File: src/design/asa_pkg.sv
// ----------------------------------------------------------------------------
// asa_pkg: shared types and constants of the ADC sample aggregator
// Request formats, aggregation modes and the group record passed from the
// accumulate front to the reduce back.
// ----------------------------------------------------------------------------
package asa_pkg;

    localparam int SAMPLE_BITS     = 16;
    localparam int READING_W       = SAMPLE_BITS;
    localparam int COUNT_W         = 8;
    localparam int SUM_W           = 24;
    localparam int MODE_W          = 2;
    localparam int MAX_SAMPLES_DEF = 255;
    localparam int QUEUE_DEPTH     = 2;

    typedef enum logic [MODE_W-1:0] {
        MODE_AVG    = 2'd0,
        MODE_MIN    = 2'd1,
        MODE_MAX    = 2'd2,
        MODE_UNUSED = 2'd3
    } mode_t;

    typedef struct packed {
        logic [SAMPLE_BITS-1:0] sample;
        logic                   final_sample;
    } sample_req_t;

    typedef struct packed {
        logic [READING_W-1:0] reading;
        logic [COUNT_W-1:0]   group_size;
    } reading_req_t;

    // One closed group: rule, running value and sample count
    typedef struct packed {
        mode_t              mode;
        logic [SUM_W-1:0]   value;
        logic [COUNT_W-1:0] count;
    } group_t;

    typedef struct packed {
        logic   valid;
        group_t group;
    } group_push_t;

    typedef struct packed {
        mode_t              mode;
        logic [COUNT_W-1:0] tally;
    } front_status_t;

endpackage

File: src/design/asa_stream_if.sv
// ----------------------------------------------------------------------------
// asa_stream_if: valid/ready request channel
// Generic payload type; source drives valid and payload, sink drives ready.
// ----------------------------------------------------------------------------
interface asa_stream_if #(
    parameter type payload_t = logic
);
    logic     valid;
    logic     ready;
    payload_t payload;

    modport source (output valid, output payload, input ready);
    modport sink   (input valid, input payload, output ready);
endinterface

File: src/design/adc_sample_aggregator_unit.sv
// ----------------------------------------------------------------------------
// adc_sample_aggregator_unit: oversampling average / min / max aggregator
// Folds a group of raw converter samples into one reading per group.
// ----------------------------------------------------------------------------
// Usage:
//   in_ch  : sample requests {sample, final_sample}, valid/ready.
//   out_ch : reading requests {reading, group_size}, valid/ready.
//   cfg_we / cfg_wdata : mode write (0 avg, 1 min, 2 max). Write only when
//            idle; the open group is dropped and restarted under the new mode.
//   A group closes on final_sample or when it reaches MAX_SAMPLES samples.
// Throughput: one sample per cycle into the accumulate front while the queue
//   has room. A closed group sits in a 2-entry queue; the back reduces one
//   group at a time.
// Average mode path from the closing sample to out_ch.valid: queue pop,
//   bit-serial divider with one quotient bit per cycle, output register
//   load; min/max mode skips the divider. Groups that close faster than
//   the back reduces them fill the queue, and in_ch.ready drops until the
//   back frees an entry.
// Reset: mode is average, the group is empty, queue and output are empty.
// Receiver stall: the reading waits in the output register; the back holds
//   the next result, then the queue fills, then in_ch.ready goes low.
// ----------------------------------------------------------------------------
module adc_sample_aggregator_unit #(
    parameter int MAX_SAMPLES = asa_pkg::MAX_SAMPLES_DEF
) (
    input  logic                       clk,
    input  logic                       rst_n,
    asa_stream_if.sink                 in_ch,
    asa_stream_if.source               out_ch,
    input  logic                       cfg_we,
    input  logic [asa_pkg::MODE_W-1:0] cfg_wdata
);
    import asa_pkg::*;

    group_push_t   push;
    group_t        head;
    front_status_t front_status;
    logic          q_full;
    logic          q_empty;
    logic          q_pop;

    // accumulate front: sum / min / max and tally
    asa_front #(
        .MAX_SAMPLES (MAX_SAMPLES)
    ) u_front (
        .clk       (clk),
        .rst_n     (rst_n),
        .in_ch     (in_ch),
        .cfg_we    (cfg_we),
        .cfg_wdata (cfg_wdata),
        .q_full    (q_full),
        .push      (push),
        .status    (front_status)
    );

    // decouples sample intake from the slow divide
    asa_queue u_queue (
        .clk   (clk),
        .rst_n (rst_n),
        .push  (push),
        .pop   (q_pop),
        .head  (head),
        .empty (q_empty),
        .full  (q_full)
    );

    // reduce back: rounded divide or pass-through, output register
    asa_back u_back (
        .clk    (clk),
        .rst_n  (rst_n),
        .head   (head),
        .empty  (q_empty),
        .pop    (q_pop),
        .out_ch (out_ch)
    );

    // a delivered reading always covers at least one sample
    assert property (@(posedge clk) disable iff (!rst_n)
        out_ch.valid |-> (out_ch.payload.group_size != '0))
    else $error("reading with empty group");

    // no group larger than the cap
    assert property (@(posedge clk) disable iff (!rst_n)
        out_ch.valid |-> (out_ch.payload.group_size <= COUNT_W'(MAX_SAMPLES)))
    else $error("group size above cap");

    // a mode write restarts the group
    assert property (@(posedge clk) disable iff (!rst_n)
        cfg_we |=> (front_status.tally == '0))
    else $error("tally not cleared by mode write");

    // a closing sample is only taken when the queue has room
    assert property (@(posedge clk) disable iff (!rst_n)
        push.valid |-> !q_full)
    else $error("group pushed into full queue");

endmodule

File: src/design/asa_front.sv
// ----------------------------------------------------------------------------
// asa_front: sample accumulate front
// Takes one sample request per cycle while the queue has room, updates
// sum/min/max and tally, and pushes a closed group into the queue.
// ----------------------------------------------------------------------------
module asa_front #(
    parameter int MAX_SAMPLES = asa_pkg::MAX_SAMPLES_DEF
) (
    input  logic                       clk,
    input  logic                       rst_n,
    asa_stream_if.sink                 in_ch,
    input  logic                       cfg_we,
    input  logic [asa_pkg::MODE_W-1:0] cfg_wdata,
    input  logic                       q_full,
    output asa_pkg::group_push_t       push,
    output asa_pkg::front_status_t     status
);
    import asa_pkg::*;

    mode_t              mode_reg;
    logic [SUM_W-1:0]   value_reg;
    logic [COUNT_W-1:0] tally_reg;

    logic [SUM_W-1:0]   value_upd;
    logic [SUM_W-1:0]   sample_ext;
    logic [COUNT_W-1:0] tally_inc;
    logic               accept;
    logic               close;

    function automatic logic [SUM_W-1:0] start_value(input mode_t m);
        logic [SUM_W-1:0] v;
        v = '0;
        if (m == MODE_MIN)
        begin
            v[SAMPLE_BITS-1:0] = '1;
        end
        return v;
    endfunction

    assign in_ch.ready = !q_full;
    assign accept      = in_ch.valid && in_ch.ready;
    assign sample_ext  = SUM_W'(in_ch.payload.sample);
    assign tally_inc   = tally_reg + COUNT_W'(1);
    assign close       = in_ch.payload.final_sample || (tally_inc == COUNT_W'(MAX_SAMPLES));

    always_comb
    begin
        value_upd = value_reg;
        case (mode_reg)
            MODE_AVG: value_upd = value_reg + sample_ext;
            MODE_MIN: if (sample_ext < value_reg) value_upd = sample_ext;
            MODE_MAX: if (sample_ext > value_reg) value_upd = sample_ext;
            default:  value_upd = value_reg;
        endcase
    end

    assign push.valid       = accept && close;
    assign push.group.mode  = mode_reg;
    assign push.group.value = value_upd;
    assign push.group.count = tally_inc;

    assign status.mode  = mode_reg;
    assign status.tally = tally_reg;

    always_ff @(posedge clk or negedge rst_n)
    begin
        if (!rst_n)
        begin
            mode_reg  <= MODE_AVG;
            value_reg <= '0;
            tally_reg <= '0;
        end
        else if (cfg_we)
        begin
            // new mode drops the open group
            mode_reg  <= mode_t'(cfg_wdata);
            value_reg <= start_value(mode_t'(cfg_wdata));
            tally_reg <= '0;
        end
        else if (accept)
        begin
            if (close)
            begin
                value_reg <= start_value(mode_reg);
                tally_reg <= '0;
            end
            else
            begin
                value_reg <= value_upd;
                tally_reg <= tally_inc;
            end
        end
    end

endmodule

File: src/design/asa_queue.sv
// ----------------------------------------------------------------------------
// asa_queue: closed-group queue
// Small register FIFO between the accumulate front and the reduce back.
// ----------------------------------------------------------------------------
module asa_queue (
    input  logic                 clk,
    input  logic                 rst_n,
    input  asa_pkg::group_push_t push,
    input  logic                 pop,
    output asa_pkg::group_t      head,
    output logic                 empty,
    output logic                 full
);
    import asa_pkg::*;

    localparam int PTR_W = (QUEUE_DEPTH > 1) ? $clog2(QUEUE_DEPTH) : 1;
    localparam int CNT_W = $clog2(QUEUE_DEPTH + 1);

    group_t             entry_reg [QUEUE_DEPTH];
    logic [PTR_W-1:0]   wr_ptr_reg;
    logic [PTR_W-1:0]   rd_ptr_reg;
    logic [CNT_W-1:0]   count_reg;
    logic               do_push;
    logic               do_pop;

    assign empty   = (count_reg == '0);
    assign full    = (count_reg == CNT_W'(QUEUE_DEPTH));
    assign head    = entry_reg[rd_ptr_reg];
    assign do_push = push.valid && !full;
    assign do_pop  = pop && !empty;

    function automatic logic [PTR_W-1:0] ptr_inc(input logic [PTR_W-1:0] p);
        return (p == PTR_W'(QUEUE_DEPTH - 1)) ? '0 : p + PTR_W'(1);
    endfunction

    always_ff @(posedge clk)
    begin
        if (do_push)
        begin
            entry_reg[wr_ptr_reg] <= push.group;
        end
    end

    always_ff @(posedge clk or negedge rst_n)
    begin
        if (!rst_n)
        begin
            wr_ptr_reg <= '0;
            rd_ptr_reg <= '0;
            count_reg  <= '0;
        end
        else
        begin
            if (do_push)
            begin
                wr_ptr_reg <= ptr_inc(wr_ptr_reg);
            end
            if (do_pop)
            begin
                rd_ptr_reg <= ptr_inc(rd_ptr_reg);
            end
            case ({do_push, do_pop})
                2'b10:   count_reg <= count_reg + CNT_W'(1);
                2'b01:   count_reg <= count_reg - CNT_W'(1);
                default: count_reg <= count_reg;
            endcase
        end
    end

endmodule

File: src/design/asa_back.sv
// ----------------------------------------------------------------------------
// asa_back: group reduce back
// Pops a closed group, divides the rounded sum by the count one quotient bit
// per cycle in average mode, and holds the reading in the output register.
// ----------------------------------------------------------------------------
module asa_back (
    input  logic            clk,
    input  logic            rst_n,
    input  asa_pkg::group_t head,
    input  logic            empty,
    output logic            pop,
    asa_stream_if.source    out_ch
);
    import asa_pkg::*;

    localparam int STEP_W = $clog2(SUM_W);

    typedef enum logic [1:0] {
        ST_IDLE,
        ST_DIVIDE,
        ST_DELIVER
    } state_t;

    state_t               state_reg;
    logic [SUM_W-1:0]     num_reg;
    logic [COUNT_W-1:0]   den_reg;
    logic [COUNT_W-1:0]   rem_reg;
    logic [STEP_W-1:0]    step_reg;
    logic [READING_W-1:0] res_reg;
    logic [COUNT_W-1:0]   size_reg;
    logic                 out_valid_reg;
    logic [READING_W-1:0] out_reading_reg;
    logic [COUNT_W-1:0]   out_size_reg;

    logic [COUNT_W:0]     rem_sh;
    logic                 rem_ge;
    logic [COUNT_W-1:0]   rem_next;
    logic [SUM_W-1:0]     num_next;
    logic                 deliver;

    // restoring division step: quotient bits shift into num from the bottom
    always_comb
    begin
        rem_sh   = {rem_reg, num_reg[SUM_W-1]};
        rem_ge   = (rem_sh >= {1'b0, den_reg});
        rem_next = rem_ge ? COUNT_W'(rem_sh - {1'b0, den_reg}) : rem_sh[COUNT_W-1:0];
        num_next = {num_reg[SUM_W-2:0], rem_ge};
    end

    assign pop     = (state_reg == ST_IDLE) && !empty;
    // output register is free or being drained this cycle
    assign deliver = (state_reg == ST_DELIVER) && (!out_valid_reg || out_ch.ready);

    assign out_ch.valid              = out_valid_reg;
    assign out_ch.payload.reading    = out_reading_reg;
    assign out_ch.payload.group_size = out_size_reg;

    always_ff @(posedge clk or negedge rst_n)
    begin
        if (!rst_n)
        begin
            state_reg     <= ST_IDLE;
            out_valid_reg <= 1'b0;
        end
        else
        begin
            if (deliver)
            begin
                out_valid_reg <= 1'b1;
            end
            else if (out_ch.ready)
            begin
                out_valid_reg <= 1'b0;
            end
            unique case (state_reg)
                ST_IDLE:
                begin
                    if (!empty)
                    begin
                        size_reg <= head.count;
                        case (head.mode) inside
                            MODE_AVG:
                            begin
                                num_reg   <= head.value + SUM_W'(head.count >> 1);
                                den_reg   <= head.count;
                                rem_reg   <= '0;
                                step_reg  <= STEP_W'(SUM_W - 1);
                                state_reg <= ST_DIVIDE;
                            end
                            MODE_MIN, MODE_MAX:
                            begin
                                res_reg   <= head.value[READING_W-1:0];
                                state_reg <= ST_DELIVER;
                            end
                            default:
                            begin
                                res_reg   <= '0;
                                state_reg <= ST_DELIVER;
                            end
                        endcase
                    end
                end
                ST_DIVIDE:
                begin
                    num_reg <= num_next;
                    rem_reg <= rem_next;
                    if (step_reg == '0)
                    begin
                        res_reg   <= num_next[READING_W-1:0];
                        state_reg <= ST_DELIVER;
                    end
                    else
                    begin
                        step_reg <= step_reg - STEP_W'(1);
                    end
                end
                ST_DELIVER:
                begin
                    if (deliver)
                    begin
                        out_reading_reg <= res_reg;
                        out_size_reg    <= size_reg;
                        state_reg       <= ST_IDLE;
                    end
                end
                default:
                begin
                    state_reg <= ST_IDLE;
                end
            endcase
        end
    end

endmodule

File: src/flat_wrapper.sv
// flat-port wrapper written by rule: the top's interface ports become plain ports
module adc_sample_aggregator_unit_flat import asa_pkg::*;
#(
    parameter int MAX_SAMPLES = asa_pkg::MAX_SAMPLES_DEF
)
  (clk, rst_n, cfg_we, cfg_wdata, in_ch_valid, in_ch_payload, in_ch_ready, out_ch_valid, out_ch_payload, out_ch_ready);
  asa_stream_if #(.payload_t(sample_req_t)) in_ch_i ();
  asa_stream_if #(.payload_t(reading_req_t)) out_ch_i ();
  input  logic clk;
  input  logic rst_n;
  input  logic cfg_we;
  input  logic [asa_pkg::MODE_W-1:0] cfg_wdata;
  input wire logic [$bits(in_ch_i.valid)-1:0] in_ch_valid;
  input wire logic [$bits(in_ch_i.payload)-1:0] in_ch_payload;
  output wire logic [$bits(in_ch_i.ready)-1:0] in_ch_ready;
  output wire logic [$bits(out_ch_i.valid)-1:0] out_ch_valid;
  output wire logic [$bits(out_ch_i.payload)-1:0] out_ch_payload;
  input wire logic [$bits(out_ch_i.ready)-1:0] out_ch_ready;
  assign in_ch_i.valid = in_ch_valid;
  assign in_ch_i.payload = in_ch_payload;
  assign in_ch_ready = in_ch_i.ready;
  assign out_ch_valid = out_ch_i.valid;
  assign out_ch_payload = out_ch_i.payload;
  assign out_ch_i.ready = out_ch_ready;
  adc_sample_aggregator_unit #(.MAX_SAMPLES(MAX_SAMPLES)) u_core (.clk(clk), .rst_n(rst_n), .in_ch(in_ch_i), .out_ch(out_ch_i), .cfg_we(cfg_we), .cfg_wdata(cfg_wdata));
endmodule
File: config.mk
export PLATFORM = sky130hd
export DESIGN_NAME = adc_sample_aggregator_unit_flat
export DESIGN_NICKNAME = d
export VERILOG_FILES = /design/src/design/asa_pkg.sv /design/src/design/asa_stream_if.sv /design/src/design/adc_sample_aggregator_unit.sv /design/src/design/asa_front.sv /design/src/design/asa_queue.sv /design/src/design/asa_back.sv /design/src/flat_wrapper.sv
export SDC_FILE = /design/constraint.sdc
export NUM_CORES = 1
export LEC_CHECK = 0
export ABC_AREA = 1
export BUFFER_PORTS_ARGS = -buffer_cell sky130_fd_sc_hd__buf_4
export CORE_MARGIN = 3
export CORE_UTILIZATION = 55
export CTS_BUF_LIST = sky130_fd_sc_hd__clkbuf_16
export CTS_CLUSTER_SIZE = 24
export DETAILED_ROUTE_END_ITERATION = 6
export GPL_ROUTABILITY_DRIVEN = 0
export HOLD_SLACK_MARGIN = 0.1
export PLACE_DENSITY = 0.72
export SLEW_MARGIN = 20
export SYNTH_ARGS = -nofsm -noshare
export SYNTH_HDL_FRONTEND = slang
export SYNTH_SLANG_ARGS = --single-unit
File: constraint.sdc
create_clock -name clk -period 4.4 [get_ports clk]
set_input_delay 0 -clock clk [delete_from_list [all_inputs] [get_ports clk]]
set_output_delay 0 -clock clk [all_outputs]
set_load 0.02 [all_outputs]
### After elaboration in Yosys (flattened, before gate mapping)

Memory sizes are Yosys's and may differ from the RTL's.
Cells that the tools add are included.

| cells by class | value |
|---|---|
| $lt $le $gt $ge | 3 |
| reductions and logical operators | 28 |
| eq/ne operators | 17 |
| add/subtract/negate cells | 9 |
| multiplexer cells | 39 |
| bitwise logic cells | 1 |

Operators by type and width:

| kind | count |
|---|---|
| 2-to-1 mux 24 bit | 7 |
| 2-to-1 mux 16 bit | 6 |
| case mux 24 bit (3 select lines) | 1 |
| 2-to-1 mux 8 bit | 6 |
| case mux 24 bit (2 select lines) | 1 |
| case mux 16 bit (2 select lines) | 1 |
| adder 24 x 16 -> 24 bit | 1 |
| adder 24 x 7 -> 24 bit | 1 |
| greater-than comparator 16 x 24 -> 1 bit | 1 |
| less-than comparator 16 x 24 -> 1 bit | 1 |
| case mux 8 bit (2 select lines) | 1 |
| 2-to-1 mux 5 bit | 3 |
| equality test 2 x 1 -> 1 bit (second input constant) | 5 |
| equality test 2 bit (second input constant) | 5 |
| != test 2 bit (second input constant) | 5 |
| case mux 5 bit (2 select lines) | 1 |
| AND reduction 5 bit | 2 |
| >= comparator 9 x 8 -> 1 bit | 1 |
| AND reduction 3 bit | 3 |
| adder 8 x 1 -> 8 bit (second input constant) | 1 |
| equality test 8 bit (second input constant) | 1 |
| zero test 2 bit | 4 |
| 2-to-1 mux 2 bit | 4 |
| AND reduction 4 bit | 2 |
| other kinds (16) | 33 |

| word-level totals | value |
|---|---|
| register bits after elaboration | 134 |
| output and inout port bits | 26 |
| RAM bits | 68 |
| logic and storage cells | 114 |
| input bits | 24 |
| memories kept | 1 |

Memories:

| memory | words | bits a word | rd ports | clocked after Yosys merged registers in | wr ports | line | RTL |
|---|---|---|---|---|---|---|---|
| u_core.u_queue.entry_reg | 2 | 34 | 1 | 0 | 1 | asa_queue.sv:19 | `group_t entry_reg [QUEUE_DEPTH];` |

### Logic depth before layout (Yosys ltp)

Gate-level depths: netlist (run 1).

| logic depth | value |
|---|---|
| depth in word-level cells | 7 |
| mapped depth | 20 |
| mapped depth without buffers | 20 |

### Modules after synthesis

A second synthesis (run 1) with hierarchy kept.

| second synthesis, totals | value |
|---|---|
| cell total of the unflattened synthesis | 1,495 |
| area total of the unflattened synthesis | 12,120.4 um^2 |

By module, submodules not included:

| module | area each (um^2) | sequential area each (um^2) | times used | cells each |
|---|---|---|---|---|
| asa_back | 5,124.9 | 2,867.8 | 1 | 568 |
| asa_front | 4,259.1 | 850.8 | 1 | 717 |
| asa_queue | 2,736.4 | 2,142.1 | 1 | 210 |

### Worst setup path before layout (run 1)

OpenSTA, ideal clock, no wires.

| path | value |
|---|---|
| path kind | register to register |
| from | reg u_core.u_queue.rd_ptr_reg |
| to | reg u_core.u_back.num_reg[0], enable pin |
| data arrival time | 3,345 ps |
| library setup time | 432 ps |
| data required time | 3,968 ps |
| buffers on the path | 4 |
| clock period less this slack | 3,777 ps |
| stages on the path, launching flop included | 9 |
| slack | 623 ps |
| cell sequence | dfrtp_1 buf_4 buf_2 buf_1 buf_1 mux2i_1 ha_1 inv_1 a21oi_1 |

| on the way | value |
|---|---|
| cells in the longest elaborated chain, start to end | 4 |

RTL lines:

| element | line | RTL |
|---|---|---|
| start: declaration | asa_queue.sv:21 | `logic [PTR_W-1:0] rd_ptr_reg;` |
| start signal: assignment | asa_queue.sv:60 | `rd_ptr_reg <= ptr_inc(rd_ptr_reg);` |
| memory read (2 x 34 bit) | n/a |  |
| zero test 2 bit (no source line) | n/a |  |
| != test 2 x 1 -> 1 bit (no source line) | n/a |  |
| AND reduction 4 bit (no source line) | n/a |  |
| end signal: assignment | asa_back.sv:84 | `num_reg <= head.value + SUM_W'(head.count >> 1);` |
| end signal: assignment | asa_back.sv:105 | `num_reg <= num_next;` |
| end: declaration | asa_back.sv:25 | `logic [SUM_W-1:0] num_reg;` |

Every way passes these cells.
A chain may end at the register's enable or synchronous reset.

==> results.tsv, run 1 <==
metric	value	unit
EDFF count, synth	161	
CTS Buf Count	22	
Synth top area share	41.2	%
total wire length	26200	µm
port bufs	49	
Largest register FFs	68	
crit path max fanout	23	
Root Buffer	clkbuf_16	
Remaining DRCs	0	
GRT Total Usage	22.2	%
Post-DP Area	12300	µm²
Starting Density	57.0	%
Synth Warn #	0	
antenna viol nets, final	0	
site row count	52	
TritonCTS clock tree	built	
DIE AREA	23100	µm²
total power	7810	µW
Syn Inst Count	1331	
largest cells by area after synthesis	edfxtp_1 (41%), nand2_1 (11%), dfrtp_1 (8.7%)	
CP endpoint kind	flip-flop	
max-cap violations	0	
Util after Layout	64.8	%
largest net degree at the start of global routing	44	
Via density	5.44	
Max-slew headroom	29.3	%
Max Freq	274	MHz
DP HPWL	18500	µm
H-tree levels	1	
CTS sink cnt	202	
final worst path period share	82.9	%
vias in the first global route	8522	
Main synth FF type	edfxtp_1	
first-pass GRT wire length	42900	µm
Clk Latency, worst-skew pair	0.52	ns
die height	152	µm
drt first pass iters	6	
synthesized area	11700	µm²
gr ovfl total	0	
First DRT Iteration DRCs	939	
design area	13400	µm²
minimum clock period	3.65	ns
Hold/Removal Path Class	input port to flip-flop	
Lkg Pwr	0.00592	µW
count leader, synth	nand2_1	
Layout area overhead	13.8	%
syn nets	1410	
antenna diode count	0	
VDD IR-drop max	300	µV
worst slew pin tran	1.06	ns
antenna violations before repair	0	
Worst Path Arrival	3.90	ns
Placeable Area	20600	µm²
post-synth cell types	55	
# setup viols final	0	
Req. time, crit path	4.65	ns
register area share after synthesis	49.9	%
outcome	finished clean	
cells resized by post-CTS repair	0	
flops & latches, synth	202	
RSZ-0062 raised after global routing	no	
setup_tns	0	ns
most common library cells after synthesis	nand2_1 (330), inv_1 (164), edfxtp_1 (161)	
Synth area leader	edfxtp_1	
Max Root-Sink Buffers	3	
startpoint types	flip-flop	
# IOs	50	
routed via count	9180	
Synth Area per Inst	8.83	µm²
chip width	152	µm
drt wl/cell	15.5	µm
Max Clock Skew	0.0258	ns
power density over the cells	585	nW/µm²
# nets final	1481	
ys async rst share	20.3	%
Crit Path Class	flip-flop to flip-flop	
Worst-path clk slew	0.06	ns
Fin. Hold Viols	0	
layout cell share with drive strength beyond 1	12.4	%
Max Slew Vio Count	0	
[report_power, final]
group	switching, µW	internal [µW]
clock network	759	1160
registers	190	2680
logic	2020	1010
[layout by cell type (no fill, tap or decap), types with 3 or more instances in the layout]
cell type	synthesis	layout
a21o_1	3	3
a21oi_1	67	66
a21oi_2	7	7
a31oi_1	3	3
and2_1	6	6
buf_4	5	61
bufinv_16	0	4
clkbuf_16	0	22
clkinv_1	2	10
dfrtp_1	41	41
dlygate4sd3_1	0	20
edfxtp_1	161	161
fa_1	3	3
ha_1	52	52
inv_1	164	164
inv_2	6	6
mux2i_1	11	11
nand2_1	330	330
nand2_2	10	10
nand2_4	4	4
nand3_1	110	110
nand3_2	17	17
nand4_1	13	13
nand4_2	3	3
nor2_1	115	112
nor2_2	3	6
nor2_4	3	3
nor3_1	9	7
nor3_2	1	3
nor4_1	4	4
o21ai_0	65	65
o21ai_1	7	7
o21ai_2	5	5
o21bai_1	6	6
o22ai_1	14	14
o31ai_1	3	3
or2_2	11	11
xnor2_1	3	3
xor2_1	19	19
[metrics by stage]
step | cells | hold slack (ns) | setup slack, ns
6_report | 1688 | 0.131 | 0.754
5_1_grt | 1688 | 0.175 | 0.300
4_1_cts | 1687 | 0.122 | 0.735
3_5_place_dp | 1626 | 0.0473 | 0.766
3_3_place_gp | 1626 | 0.0405 | 0.856
2_1_floorplan | 1331 | -0.296 | 0.623
[critical path, cell delays in order (launching register included)]
cell and delay [ns]:
dfrtp_1 0.65, inv_2 0.28, or2_2 0.34, o21ai_0 0.16
inv_1 0.14, ha_1 0.30, nand2_1 0.05, nand2_1 0.05
o21ai_0 0.12, o21ai_0 0.28, nand3_1 0.11, nand2_1 0.16
nand3_2 0.13, nor2_1 0.23, nand3_1 0.12, xor2_1 0.15
nand2_1 0.07, nand2_1 0.05
[cells by family (layout without fill, tap and decap cells)]
kind of cell               count (synthesis)  after routing  synth area share [%]
and+or+nand+nor                          647            647                  25.1
adders and majority gates                 55             55                  6.05
AOI/OAI and AO/OA                        186            186                  8.97
DFF                                      202            202                  49.9
muxes                                     11             11                 0.937
buffers and inverters                    208            295                  7.38
xor gates and xnor gates                  22             22                  1.64
[routing by layer]
metal / vias up / share of wire, % / global-route usage [%]
li1: 4595 / - / -
met1: 4235 / 46 / 32.4
met2: 299 / 46 / 35.3
met3: 51 / 5.9 / 2.78
met4: 0 / 2.5 / 6.25
met5: - / 0 / 0
[area by class of cell]
type / instances / area, µm²
Clock buffer: 22 / 551
Clock inverter: 18 / 208
Fill cell: 1694 / 7260
Inverter: 172 / 646
Multi-Input combinational cell: 921 / 5050
Sequential cell: 202 / 5860
Tap cell: 270 / 338
Timing Repair Buffer: 83 / 713
[what timing repair did]
| action | 4_1_cts | 5_1_grt |
|---|---|---|
| buffers inserted | 0 | 0 |
| endpoints found under the hold margin | 77 | 0 |
| hold buffers | 21 | 0 |
[worst paths after layout]
kind                                               endpoint                      start  cells past startpoint  slack, ns
min reg2reg                u_core.u_back.out_reading_reg[4]   u_core.u_back.res_reg[4]                      0       0.42
min in group asynchronous       u_core.u_front.tally_reg[6]                      rst_n                      4       0.59
max reg2reg                       u_core.u_back.num_reg[23]  u_core.u_queue.rd_ptr_reg                     17       0.75
min                          u_core.u_queue.entry_reg[0][9]           in_ch_payload[2]                      5       0.13
max                               u_core.u_back.num_reg[23]  u_core.u_queue.rd_ptr_reg                     17       0.75
max in group asynchronous      u_core.u_front.value_reg[16]                      rst_n                      4       3.58
(Power assumes the default switching activity.)
==> inputs of run 2 (changes only) <==
- ABC_AREA: 1 -> 0
- PLACE_DENSITY: 0.72 -> 0.73
- clock period: 4.4 -> 3.8 ns (I/O delays scaled with it)
==> run 2 against run 1 <==
  * Design area decreased by 6.8%
  * Flip-flop and latch count unchanged
  * Fmax increased by 5.6%
==> results.tsv, run 2 <==
metric	value	unit	change
clock share of power	25.3	%	+0.8 points
Synth area leader	edfxtp_1		
Lkg Pwr	0.00484	µW	-18%
Remaining DRCs	0		unchanged
Fin. Hold Viols	0		unchanged
Synth top area share	44.8	%	+3.6 points
ys async rst share	20.3	%	unchanged
Max Clock Skew	0.0136	ns	-0.0122 ns
layout cell share with drive strength beyond 1	14.3	%	+1.9 points
RSZ-0062 raised after global routing	no		
EDFF count, synth	161		unchanged
Req. time, crit path	4.01	ns	-0.64 ns
GRT Total Usage	21.7	%	-0.45 points
worst slew pin tran	0.682	ns	-0.378 ns
outcome	finished clean		
antenna diode count	0		unchanged
CTS sink cnt	202		unchanged
fill cell count	1509		-11%
Synth Area per Inst	11.4	µm²	+29%
first-pass GRT wire length	37900	µm	-12%
Placeable Area	19000	µm²	-7.8%
routed via count	7639		-17%
Largest register FFs	68		unchanged
vias in the first global route	7352		-14%
Via density	5.89		+8.3%
largest cells by area after synthesis	edfxtp_1 (45%), dfrtp_1 (9.5%), ha_1 (6.0%)		
Logic pwr share	35.5	%	-3.3 points
CTS Buf Count	22		unchanged
setup ws final	0.348	ns	-0.407 ns
# IOs	50		unchanged
Crit Path Class	flip-flop to flip-flop		
cells resized by post-CTS repair	0		unchanged
count leader, synth	edfxtp_1		
DIE AREA	21300	µm²	-7.8%
# setup viols final	0		unchanged
H-tree levels	1		unchanged
Worst Path Arrival	3.67	ns	-0.23 ns
chip width	146	µm	-4.0%
Hold Slack	0.160	ns	+0.0294 ns
# nets final	1100		-26%
largest net degree at the start of global routing	42		-4.5%
Root Buffer	clkbuf_16		
final worst path period share	90.8	%	+8.0 points
Max Root-Sink Buffers	3		unchanged
total wire length	23300	µm	-11%
site row count	50		-3.8%
most frequent cells in the layout	edfxtp_1 (161), o21ai_0 (75), nand2_1 (72), buf_4 (70), inv_1 (64)		
Hold/Removal Path Class	input port to flip-flop		
gr ovfl total	0		unchanged
most common cell after layout, fill and taps aside	edfxtp_1		
Worst-path clk slew	0.06	ns	about the same
crit path max fanout	29		+26%
CP endpoint kind	flip-flop		
most common library cells after synthesis	edfxtp_1 (161), o21ai_0 (75), nand2_1 (72)		
Max Freq	290	MHz	+5.6%
Clk Latency, worst-skew pair	0.49	ns	-0.03 ns
Max-slew headroom	54.1	%	+25 points
setup_tns	0	ns	unchanged
post-synth cell types	81		+47%
Main synth FF type	edfxtp_1		
antenna viol nets, final	0		unchanged
max-cap violations	0		unchanged
die height	146	µm	-4.0%
power density over the cells	673	nW/µm²	+15%
minimum clock period	3.45	ns	-0.193 ns
Setup WS pre-CTS	0.424	ns	-0.342 ns
TritonCTS clock tree	built		
flops & latches, synth	202		unchanged
VDD IR-drop max	333	µV	+11%
Syn Inst Count	946		-29%
First DRT Iteration DRCs	701		-25%
net switching power	2880	µW	-3.2%
Starting Density	56.7	%	-0.21 points
Synth Warn #	0		unchanged
internal power	5510	µW	+14%
Sw Ratio	34.3	%	-3.7 points
startpoint types	flip-flop		
drt first pass iters	6		unchanged
antenna violations before repair	0		unchanged
syn nets	1025		-27%
DP HPWL	16500	µm	-11%
sequential share of power	39.1	%	+2.4 points
drt wl/cell	17.9	µm	+16%
register area share after synthesis	54.3	%	+4.4 points
Layout area overhead	15.5	%	
synthesized area	10800	µm²	-8.1%
port bufs	49		unchanged
Max Slew Vio Count	0		unchanged
## run 2: final cells by class
type / instances / area [µm²] / share of cell area, %
Tap cell: 260 / 325 / 2.61
Clock buffer: 23 / 576 / 4.62
Inverter: 59 / 221 / 1.78
Clock inverter: 17 / 158 / 1.27
Multi-Input combinational cell: 643 / 4550 / 36.5
Sequential cell: 202 / 5860 / 47.0
Timing Repair Buffer: 93 / 773 / 6.21
## run 2: critical path, stage by stage, from the launching register on
cell	delay (ns)
dfrtp_2	0.48
buf_4	0.37
mux2_2	0.40
ha_1	0.30
o21ai_0	0.10
a21boi_0	0.29
o21ai_0	0.15
a21boi_1	0.51
o21ai_0	0.26
o21ai_0	0.19
o311ai_0	0.13
## run 2: path summary, 6_finish.rpt
kind	slack (ns)	end	from	depth (start not counted)
setup reg to reg	0.35	u_core.u_back.num_reg[10]	u_core.u_queue.rd_ptr_reg	10
hold / removal	0.16	u_core.u_front.tally_reg[5]	in_ch_valid	6
min in group asynchronous	0.60	u_core.u_back.state_reg[1]	rst_n	4
max in group asynchronous	2.99	u_core.u_queue.rd_ptr_reg	rst_n	4
setup / recovery	0.35	u_core.u_back.num_reg[10]	u_core.u_queue.rd_ptr_reg	10
hold reg to reg	0.42	u_core.u_back.out_reading_reg[8]	u_core.u_back.res_reg[8]	0
## run 2: power groups by stage
stage | clock network, µW | registers (µW) | logic, µW
floorplan | 0 | 3290 | 2110
global placement | 0 | 3300 | 2880
detailed placement | 0 | 3320 | 2930
CTS | 2170 | 3280 | 2970
global route | 2260 | 3330 | 3320
finish | 2120 | 3280 | 2980
## run 2: through the flow
stage | utilization, % | instance area (µm²) | power, µW | std cells
6_report | 65.5 | 12500 | 8380 | 1297
4_1_cts | 65.5 | 12500 | 8420 | 1297
5_1_grt | 65.5 | 12500 | 8900 | 1297
3_3_place_gp | 60.4 | 11500 | 6190 | 1234
2_1_floorplan | - | 10800 | 5400 | 946
3_5_place_dp | 60.4 | 11500 | 6250 | 1234
## run 2: metal layers
layer | wire (µm) | global-route usage (%) | part of all wire (%)
met1 | 10500 | 31.1 | 45
met2 | 10900 | 34.9 | 47
met3 | 1370 | 3.20 | 5.9
met4 | 466 | 6.44 | 2.0
met5 | 0 | 0 | 0
## run 2: kinds of logic (layout without fill, tap and decap cells)
logic type / Yosys count / after routing / synth area share, %
DFF: 202 / 202 / 54.3
adders and majority gates: 55 / 55 / 6.59
xor gates and xnor gates: 47 / 47 / 3.81
and+or+nand+nor: 249 / 249 / 11.6
AOI/OAI and AO/OA: 249 / 249 / 15.5
buffers and inverters: 101 / 192 / 3.90
muxes: 43 / 43 / 4.23
## run 2: timing repair
item,in CTS,in global routing
endpoints found under the setup margin,0,0
endpoints found under the hold margin,85,0
hold buffers,23,0
buffers inserted,0,0
==> inputs of run 3 (changes only) <==
- BUFFER_PORTS_ARGS: -buffer_cell sky130_fd_sc_hd__buf_4 -> unset
- CORE_ASPECT_RATIO: unset -> 1.25
- DONT_BUFFER_PORTS: unset -> 1
- PLACE_DENSITY: 0.73 -> 0.7
==> run 3 against run 2 <==
  * Setup slack lost 0.095 ns
  * Register-to-register slack got worse by 0.09 ns
  * First-iteration DRC count shrank 22%
  * Clock skew grew 0.00091 ns
  * Critical path depth rose by 1
  * Via count down 2.5%
  * Largest cell class unchanged
  * Fmax down 2.7%
  * Die area hardly changed
  * Power decreased by 3.7%
  * Critical path type unchanged
  * Global-route usage about the same
  * Worst hold slack got worse by 0.023 ns
==> results.tsv, run 3 (same netlist as run 2, synthesis figures left out) <==
metric	value	unit	change
largest net degree at the start of global routing	45		+7.1%
crit path max fanout	17		-41%
most frequent cells in the layout	edfxtp_1 (161), o21ai_0 (75), nand2_1 (72), inv_1 (63), nor2_1 (54)		
Hold Slack	0.137	ns	-0.0233 ns
outcome	finished clean		
port bufs	0		-100%
WP buf/inv	1		unchanged
RSZ-0062 raised after global routing	no		
Max Slew Vio Count	0		unchanged
GRT Total Usage	21.7	%	-0.044 points
Setup crit start	u_core.u_queue.rd_ptr_reg		
Layout area overhead	11.3	%	
startpoint types	flip-flop		
routed wl met3	1060	µm	-23%
Hold/Removal Path Class	input port to async pin		
antenna viol nets, final	0		unchanged
Starting Density	56.8	%	+0.090 points
first-pass GRT wire length	37600	µm	-0.85%
CTS Buf Count	21		-4.5%
Max Freq	282	MHz	-2.7%
TritonCTS clock tree	built		
Setup Fix Bufs, Post-CTS	0		unchanged
Max Clock Skew	0.0145	ns	+0.000909 ns
Crit Reg-Reg Endpoint	u_core.u_back.num_reg[9]		
routed wl met2	11300	µm	+4.1%
Req. time, crit path	4.03	ns	+0.02 ns
Max Root-Sink Buffers	3		unchanged
Crit Path Class	flip-flop to flip-flop		
max-cap violations	0		unchanged
First DRT Iteration DRCs	548		-22%
Placed Cells	1181		-4.3%
gr ovfl total	0		unchanged
CP endpoint kind	flip-flop		
Worst Path Arrival	3.77	ns	+0.10 ns
Fin. Hold Viols	0		unchanged
routed via count	7445		-2.5%
Largest register FFs	68		unchanged
H-tree levels	1		unchanged
site row count	56		+12%
power density over the cells	672	nW/µm²	-0.15%
met1 WL	9870	µm	-6.4%
VDD IR-drop max	406	µV	+22%
fin cells	1243		-4.2%
Post-DP Area	11100	µm²	-3.5%
worst slew pin tran	0.831	ns	+0.149 ns
CP max stage delay	0.60	ns	+0.09 ns
antenna violations before repair	0		unchanged
CP Cell Sequence	mux2i_1, inv_1, ha_1, a21o_1, a21oi_1, o21ai_0, a2111oi_2, nor2_1, and4_1, o21ai_0, o211ai_1		
vias in the first global route	7223		-1.8%
CP delay by family, top	compound AO/OA/AOI/OAI gates		
layout cell share with drive strength beyond 1	9.67	%	-4.6 points
slowest library cell on the worst path	dfrtp_2		
DIE AREA	21300	µm²	about the same
DP HPWL	16100	µm	-2.3%
antenna diode count	0		unchanged
WP depth	11		+1
# IOs	50		unchanged
Worst path most repeated cell	o21ai_0		
CTS sink cnt	202		unchanged
final worst path period share	93.3	%	+2.5 points
drt first pass iters	5		-1
R2R Path Start	u_core.u_queue.rd_ptr_reg		
FF-to-FF setup slack	0.25	ns	-0.09 ns
Remaining DRCs	0		unchanged
Lkg Pwr	0.00456	µW	-5.8%
Clk Latency, worst-skew pair	0.48	ns	about the same
setup_tns	0	ns	unchanged
# setup viols final	0		unchanged
crit path to	u_core.u_back.num_reg[9]		
die height	163	µm	+11%
Top Metal Used	met4		
# nets final	1047		-4.8%
R2R cell count	11		+1
most common cell after layout, fill and taps aside	edfxtp_1		
total wire length	23000	µm	-1.2%
design area	12000	µm²	-3.6%
minimum clock period	3.55	ns	+0.0949 ns
Max-slew headroom	44.6	%	-9.5 points
Via density	5.99		+1.7%
Worst-path clk slew	0.07	ns	about the same
chip width	131	µm	-10%
Placeable Area	19000	µm²	-0.16%
drt wl/cell	18.5	µm	+3.1%
Root Buffer	clkbuf_16		
-- run 3: cell types whose count changed in the layout (fill, tap and decap cells not counted), sizes merged --
cell,change
dlygate4sd3,+1
clkinvlp,+1
buf,-53
clkbuf,-2
bufinv,-1
inv,-1
-- run 3: cell type report --
type	count	area, µm²
inverters	59	221
clock inverters	16	125
fillers	1504	6970
well taps	261	327
flip-flops and latches	202	5860
repair buffers	41	405
multi-input cells	643	4550
clock buffers	21	526
-- run 3: report_power, final --
part / total [µW] / switching [µW] / internal, µW
clock: 1950 / 806 / 1140
sequential: 3360 / 300 / 3060
combinational: 2770 / 1710 / 1060
total: 8070 / 2810 / 5260
-- run 3: per-stage QoR --
| step | power (µW) | setup WS [ns] | utilization, % |
|---|---|---|---|
| floorplan | 5400 | 0.0559 | - |
| global placement | 6060 | 0.330 | 58.3 |
| detailed placement | 6100 | 0.255 | 58.3 |
| CTS | 8110 | 0.263 | 63.3 |
| global route | 8570 | 0.0203 | 63.3 |
| finish | 8070 | 0.253 | 63.3 |
-- run 3: what timing repair did --
action	in CTS	in global routing
hold buffers	25	0
endpoints found under the setup margin	0	1
endpoints found under the hold margin	109	0
gates resized for setup	0	1
-- run 3: how the worst min path moves through the flow --
stage | depth (start not counted) | start | slack [ns] | to
2_1_floorplan | 0 | rst_n | -0.30 | u_core.u_back.out_ch.valid
3_3_place_gp | 0 | rst_n | -0.29 | u_core.u_queue.wr_ptr_reg
3_5_place_dp | 0 | rst_n | -0.29 | u_core.u_front.tally_reg[7]
4_1_cts | 4 | in_ch_payload[9] | 0.11 | u_core.u_queue.entry_reg[0][16]
5_1_grt | 3 | rst_n | 0.16 | u_core.u_front.value_reg[4]
6_report | 3 | rst_n | 0.14 | u_core.u_front.value_reg[5]
-- run 3: routing by layer --
metal  vias to the layer above  GRT usage, %
li1                       3568             -
met1                      3613          28.2
met2                       214          37.8
met3                        50          2.53
met4                         0          8.31
met5                         -             0
-- run 3: worst reg2reg max path: cells and delay by family, from the launching register on --
family / cells / cell delay, ns
compound gates: 6 / 1.39
fa+ha+maj: 1 / 0.31
buf+inv: 1 / 0.13
flops: 1 / 0.60
mux: 1 / 0.37
simple gates: 2 / 0.50
